`src/sv/qsa_pkg.sv`:
```
// Package for the quaternary signature automaton: item types, codes and helpers.
`default_nettype none

package qsa_pkg;

  // Default sizes of the automaton.
  localparam int DEF_NODE_COUNT      = 65536;
  localparam int DEF_PATTERN_ID_BITS = 16;

  // Width that holds any node count in the supported range, plus one.
  localparam int NODE_EXT_W = 22;

  // Command codes of an input item.
  localparam logic [1:0] CMD_LOAD  = 2'd0;
  localparam logic [1:0] CMD_START = 2'd1;
  localparam logic [1:0] CMD_DATA  = 2'd2;

  // One input item.
  typedef struct packed {
    logic [1:0]  command;
    logic [15:0] node_index;
    logic [15:0] next_for_sym0;
    logic [15:0] next_for_sym1;
    logic [15:0] next_for_sym2;
    logic [15:0] next_for_sym3;
    logic        is_terminal;
    logic [15:0] pattern_tag;
    logic [7:0]  data_byte;
  } item_t;

  // One result item.
  typedef struct packed {
    logic [15:0] match_id;
    logic [1:0]  symbol_slot;
    logic        last_of_byte;
  } result_t;

  // Commands from the controller to the datapath.
  typedef struct packed {
    logic       load;       // Load item accepted this cycle.
    logic       restart;    // Start item accepted this cycle.
    logic       capture;    // Data item accepted this cycle.
    logic       fetch;      // Read the row of the current node.
    logic       step;       // Take one symbol transition.
    logic [1:0] slot;       // Symbol slot of the step.
    logic       eval;       // Check the row just read for a match.
    logic [1:0] eval_slot;  // Symbol slot that reached that row.
    logic       flush;      // Send out the held match as last of the byte.
  } dp_cmd_t;

  // Status from the datapath to the controller.
  typedef struct packed {
    logic row_ok;  // Read register holds the current node's row.
  } dp_status_t;

  // Pick one 2-bit symbol of a byte, slot 0 being the high pair.
  function automatic logic [1:0] sym_of(logic [7:0] b, logic [1:0] s);
    logic [1:0] r;
    case (s)
      2'd0:    r = b[7:6];
      2'd1:    r = b[5:4];
      2'd2:    r = b[3:2];
      default: r = b[1:0];
    endcase
    return r;
  endfunction

endpackage

`default_nettype wire

```
`src/sv/qsa_ctrl.sv`:
```
// Controller of the automaton: item acceptance and the per-byte symbol sequence.
`default_nettype none

module qsa_ctrl
  import qsa_pkg::*;
(
  input  wire logic       clk_i,
  input  wire logic       rst_ni,
  input  wire logic       start,
  input  wire logic [1:0] command_i,
  input  wire dp_status_t status_i,
  output      logic       busy,
  output      dp_cmd_t    cmd_o
);

  localparam logic [2:0] S_IDLE  = 3'd0;
  localparam logic [2:0] S_FETCH = 3'd1;
  localparam logic [2:0] S_STEP  = 3'd2;
  localparam logic [2:0] S_EVAL  = 3'd3;
  localparam logic [2:0] S_FLUSH = 3'd4;

  logic [2:0] state_q, state_d;
  logic [1:0] slot_q, slot_d;
  logic       accept;

  assign accept = start && !busy;
  assign busy   = (state_q != S_IDLE);

  // Next state and datapath commands.
  always_comb begin
    state_d = state_q;
    slot_d  = slot_q;
    cmd_o   = '0;
    unique case (state_q)
      S_IDLE: begin
        cmd_o.load    = accept && (command_i == CMD_LOAD);
        cmd_o.restart = accept && (command_i == CMD_START);
        cmd_o.capture = accept && (command_i == CMD_DATA);
        if (cmd_o.capture) begin
          slot_d  = 2'd0;
          state_d = status_i.row_ok ? S_STEP : S_FETCH;
        end
      end
      S_FETCH: begin
        cmd_o.fetch = 1'b1;
        state_d     = S_STEP;
      end
      S_STEP: begin
        cmd_o.step      = 1'b1;
        cmd_o.slot      = slot_q;
        cmd_o.eval      = (slot_q != 2'd0);
        cmd_o.eval_slot = slot_q - 2'd1;
        slot_d          = slot_q + 2'd1;
        if (slot_q == 2'd3) begin
          state_d = S_EVAL;
        end
      end
      S_EVAL: begin
        cmd_o.eval      = 1'b1;
        cmd_o.eval_slot = 2'd3;
        state_d         = S_FLUSH;
      end
      S_FLUSH: begin
        cmd_o.flush = 1'b1;
        state_d     = S_IDLE;
      end
      default: begin
        state_d = S_IDLE;
      end
    endcase
  end

  // State registers.
  always_ff @(posedge clk_i or negedge rst_ni) begin
    if (!rst_ni) begin
      state_q <= S_IDLE;
      slot_q  <= 2'd0;
    end else begin
      state_q <= state_d;
      slot_q  <= slot_d;
    end
  end

`ifndef NO_ASSERTIONS
  // A data item always starts a scan.
  a_data_busy: assert property (@(posedge clk_i) disable iff (!rst_ni)
    (accept && command_i == CMD_DATA) |=> busy)
    else $error("data item did not start a scan");

  // Load and start items never hold the block busy.
  a_ctrl_free: assert property (@(posedge clk_i) disable iff (!rst_ni)
    (accept && command_i != CMD_DATA) |=> !busy)
    else $error("non-data item made the block busy");

  // The fourth step is followed by the final check.
  a_step_order: assert property (@(posedge clk_i) disable iff (!rst_ni)
    (state_q == S_STEP && slot_q == 2'd3) |=> (state_q == S_EVAL))
    else $error("symbol sequence out of order");
`endif

endmodule

`default_nettype wire

```
`config.mk`:
```
export PLATFORM = sky130hd
export DESIGN_NAME = qsa_ctrl
export DESIGN_NICKNAME = d
export VERILOG_FILES = /design/src/sv/qsa_pkg.sv /design/src/sv/qsa_ctrl.sv
export SDC_FILE = /design/constraint.sdc
export NUM_CORES = 1
export LEC_CHECK = 0
export ABC_AREA = 1
export BUFFER_PORTS_ARGS = -buffer_cell sky130_fd_sc_hd__buf_2
export CORE_MARGIN = 1
export CORE_UTILIZATION = 25
export DETAILED_ROUTE_END_ITERATION = 8
export GPL_TIMING_DRIVEN = 0
export MAX_ROUTING_LAYER = met4
export PLACE_DENSITY = 0.52
export SLEW_MARGIN = 40
export SYNTH_ARGS = -nofsm -noshare
export SYNTH_HDL_FRONTEND = slang
export SYNTH_SLANG_ARGS = --single-unit
```
`constraint.sdc`:
```
create_clock -name clk_i -period 1.35 [get_ports clk_i]
set_clock_uncertainty 0.15 [all_clocks]
set_input_delay 0.2025 -clock clk_i [delete_from_list [all_inputs] [get_ports clk_i]]
set_output_delay 0.2025 -clock clk_i [all_outputs]
set_load 0.02 [all_outputs]
```
**Word level (Yosys, flattened, before mapping)**

Cells that the tools add are included.

- $add $sub $neg: 2
- Equality and inequality tests: 9
- Multiplexer cells: 11
- Reduce and logical (&&, ||, !) cells: 12

Operator list:

| cell | count |
|---|---|
| 2-to-1 mux 3 bit | 4 |
| case mux 3 bit (4 select lines) | 1 |
| == test 3 x 2 -> 1 bit (second input constant) | 2 |
| case mux 3 bit (2 select lines) | 1 |
| == test 2 bit (second input constant) | 2 |
| logical AND 1 bit | 4 |
| 2-to-1 mux 2 bit | 2 |
| inequality test 2 bit (second input constant) | 2 |
| case mux 2 bit (2 select lines) | 1 |
| AND reduction 2 bit | 2 |
| nonzero test 2 bit | 2 |
| == test 3 x 1 -> 1 bit (second input constant) | 1 |
| == test 3 bit (second input constant) | 1 |
| logical NOT 3 bit | 1 |
| nonzero test 3 bit | 1 |
| adder 2 x 1 -> 2 bit (second input constant) | 1 |
| == test 2 x 1 -> 1 bit (second input constant) | 1 |
| logical NOT 2 bit | 1 |
| 2-to-1 mux 1 bit | 2 |
| subtractor 2 x 1 -> 2 bit (second input constant) | 1 |
| logical NOT 1 bit | 1 |

- Register bits after elaboration: 5
- Input port bits: 6
- Output and inout port bits: 12
- Logic and storage cells: 36

**Longest topological paths before layout**

- Depth after elaboration: 6
- Depth in mapped cells: 6

**Worst setup path after synthesis**

No wires, ideal clock.

- Kind: register -> output
- Start: reg state_q[0]
- End: out cmd_o[10] (netlist bit)
- Data arrival time: 1.312 ns
- Path slack: -0.314 ns
- Cell stages (with the launch flop): 6
- Cell sequence: dfrtp_1 -> nor2_2 -> nand2_2 -> inv_2 -> nand2_2 -> nor3_1

RTL lines:

| what | line | text |
|---|---|---|
| start, declared | qsa_ctrl.sv:22 | `logic [2:0] state_q, state_d;` |
| start signal, assigned | qsa_ctrl.sv:79 | `state_q <= state_d;` |
| end, declared | qsa_ctrl.sv:13 | `output dp_cmd_t cmd_o` |

==> impl_metrics.toml <==
[logic_synthesis]
ys_top_cells_by_area = "dfrtp_1, inv_1, nand2_1, a21oi_1, ha_1"
synth_top_cell_area_share = 0.3472
avgSynthCellArea_sq_um = 6.799
synth_fp_nets = 61
synth-edff-count = 0
seq_area_frac_synth = 0.3472
syn_inst = 53
ys_seq_elements = 5
synth_top_flop_cell = "dfrtp_1"
synth-async-reset-ratio = 1.000
synth_largest_area_cell = "dfrtp_1"
synth.cells.most_frequent = "inv_1, nand2_1, a21oi_1, dfrtp_1, nor2_1"
synth_most_common_cell = "inv_1"
syn-cell-area_sq_um = 360.3
ys_warn_count = 0
synth.distinct_cells = 14

[cells_and_area]
final_cells = 113
final_nets = 107
area_delta_synth_final_pct = 144.1
antenna_cells = 0
drive_above_1_share = 0.6939
final_util = 0.6676

[floorplanning]
io_pins = 18
dieArea_sq_um = 1597
fp.dieH_um = 39.97
die_x_um = 39.97
row_count = 13
coreArea_sq_um = 1318
initial_core_util = 0.2735

[clocking]
cts_tree = "yes"
cts_sinks = 5
cts_root_buf = "clkbuf_4"
numCtsBuffers = 3
clock_path_buffers = 2
ctsHtreeMaxLevel = 1
clk_pin_slew_ns = 0.04
insertion_delay_ns = 0.23

[setup_path]
critPathMaxFanout = 4
cp_data_required_time_ns = 1.00
crit_chain = "inv_2 -> nand2_4 -> nor2_4 -> inv_4 -> nor2_4 -> buf_6"
slowest_delay_ns = 0.40
cpMostUsedCell = "nor2_4"
critPathBufInv = 3
crit_path_top_delay_cell = "dfrtp_1"
cp-end-kind = "primary output"
start_kind = "flop"
worstSetupPathType = "reg -> out"
critPathTopFamily = "flip-flops"
cp_data_arrival_time_ns = 1.32

[routing]
firstDrtPassIters = 4
antenna_left = 0
via_count = 501
drcViolationCount = 0
via_per_inst = 4.434
finalWirelength_um = 1479
drt_iter0_drc = 6
wl_per_cell_um = 13.09

[run]
drv_cap = 0

[global_routing]
grt_pass1_vias = 482
antenna_found_initial = 0
overflow = 0
grt_max_degree = 6
track_usage = 0.1890
grt_pass1_wl_um = 1876

[timing]
hold_viol = 0
finalCritPeriodShare = 1.235
relSlewSlack = 0.8884
setup_violations = 16
max_freq_mhz = 599.6
rsz0062_at_grt = "true"
min_period_ns = 1.668
worstMarginPinSlew_ns = 0.1662
report.final.slew_viol_count = 0
fin_ws_ns = -0.3177

[outcome]
status = "complete, but fails checks"
violations = "negative setup slack"

[placement]
place_congestion = 0.7495
place.port_buffers = 17
post-place-cells = 85
dpl.hpwl_um = 658.1

[min_path]
hold_class = "in -> reg"

[power]
ir_drop_mv = 1.468
power.density_nw_per_um2 = 2979
p_leak_uw = 0.0004550
[power breakdown]
part           switching, uW  internal (uW)
clock                   53.2            111
sequential              88.8            229
combinational           1030           1110
[layout make-up]
cell class,instances,area (sq um)
well taps,15,18.77
inverters,12,51.30
flip-flops and latches,5,127.6
clock buffers,4,26.28
repair buffers,41,364.1
fillers,105,437.9
multi-input cells,36,291.5
[through the flow]
step           power (uW)  worst slack (ns)  setup TNS (ns)  hold WS (ns)  cell area [sq um]
2_1_floorplan        1067           -0.1014         -0.3895       -0.2431              409.1
3_3_place_gp         1325           -0.1408         -0.6816       -0.1303              513.0
3_5_place_dp         1328           -0.1343         -0.6706       -0.1306              513.0
4_1_cts              2218           -0.2712          -2.540        0.1419              783.3
5_1_grt              2781           -0.3878          -4.412        0.1394              879.6
6_report             2620           -0.3177          -3.361        0.1516              879.6
[worst register-to-register path, cell delays in order (launching register included)]
cell	delay, ns
dfrtp_1	0.40
inv_2	0.13
nand2_4	0.10
nor2_4	0.17
buf_4	0.13
buf_4	0.11
nand2_1	0.06
nand2_1	0.07
nor2_1	0.04
[repair_timing]
item,4_1_cts,5_1_grt
setup endpoints to repair,12,16
resized for setup,31,12
hold endpoints to repair,5,0
pin swaps,2,7
hold buffers,1,0
buffers inserted,16,7
[sequential cells by signal (all words and copies together), names as in the netlist]
register	cells
slot_q	2
state_q	3
[layout by cell type, fill, tap and decap left out]
| cell type | Yosys | layout |
|---|---|---|
| inv_2 | 2 | 4 |
| a21oi_4 | 0 | 1 |
| buf_12 | 0 | 1 |
| dfrtp_2 | 0 | 2 |
| clkbuf_4 | 0 | 3 |
| buf_4 | 0 | 18 |
| nand2_4 | 0 | 2 |
| dfrtp_1 | 5 | 3 |
| nor3_2 | 0 | 1 |
| nand4_1 | 1 | 1 |
| buf_2 | 0 | 6 |
| nor2_4 | 1 | 4 |
| nor2_1 | 5 | 3 |
| inv_1 | 10 | 6 |
| dlygate4sd3_1 | 0 | 1 |
| clkbuf_1 | 0 | 1 |
| ha_1 | 2 | 1 |
| buf_6 | 0 | 15 |
| ha_4 | 0 | 1 |
| inv_4 | 0 | 1 |
| clkinvlp_4 | 0 | 1 |
| nand3_1 | 3 | 1 |
| o21ai_0 | 2 | 1 |
| o21ai_1 | 0 | 1 |
| nand3_2 | 0 | 2 |
| a21oi_1 | 5 | 2 |
| nor3_1 | 4 | 1 |
| nand2_2 | 3 | 2 |
| a21oi_2 | 0 | 2 |
| nor3_4 | 0 | 2 |
| nand2_1 | 9 | 8 |
[worst paths after layout]
kind                             from         end  slack (ns)  cells after the start
min in group asynchronous      rst_ni  state_q[2]        0.16                      2
hold / removal               status_i  state_q[0]        0.15                      4
max in group asynchronous      rst_ni  state_q[0]        0.76                      2
setup reg to reg           state_q[2]  state_q[0]       -0.12                      8
setup / recovery           state_q[2]    cmd_o[5]       -0.32                      6
hold reg to reg            state_q[2]  state_q[2]        0.33                      1
[cells by family after synthesis]
family / after synthesis / synth area share
buffers and inverters: 12 / 0.1250
and+or+nand+nor: 27 / 0.3611
DFF: 5 / 0.3472
adders and majority gates: 2 / 0.06943
AOI/OAI and AO/OA: 7 / 0.09721
[metal layers]
metal / routed length, um / track usage
met1: 659 / 0.2055
met2: 760 / 0.3065
met3: 35 / 0.03333
met4: 24 / 0.1379
met5: 0 / -
Power figures use the tool's default switching activity.
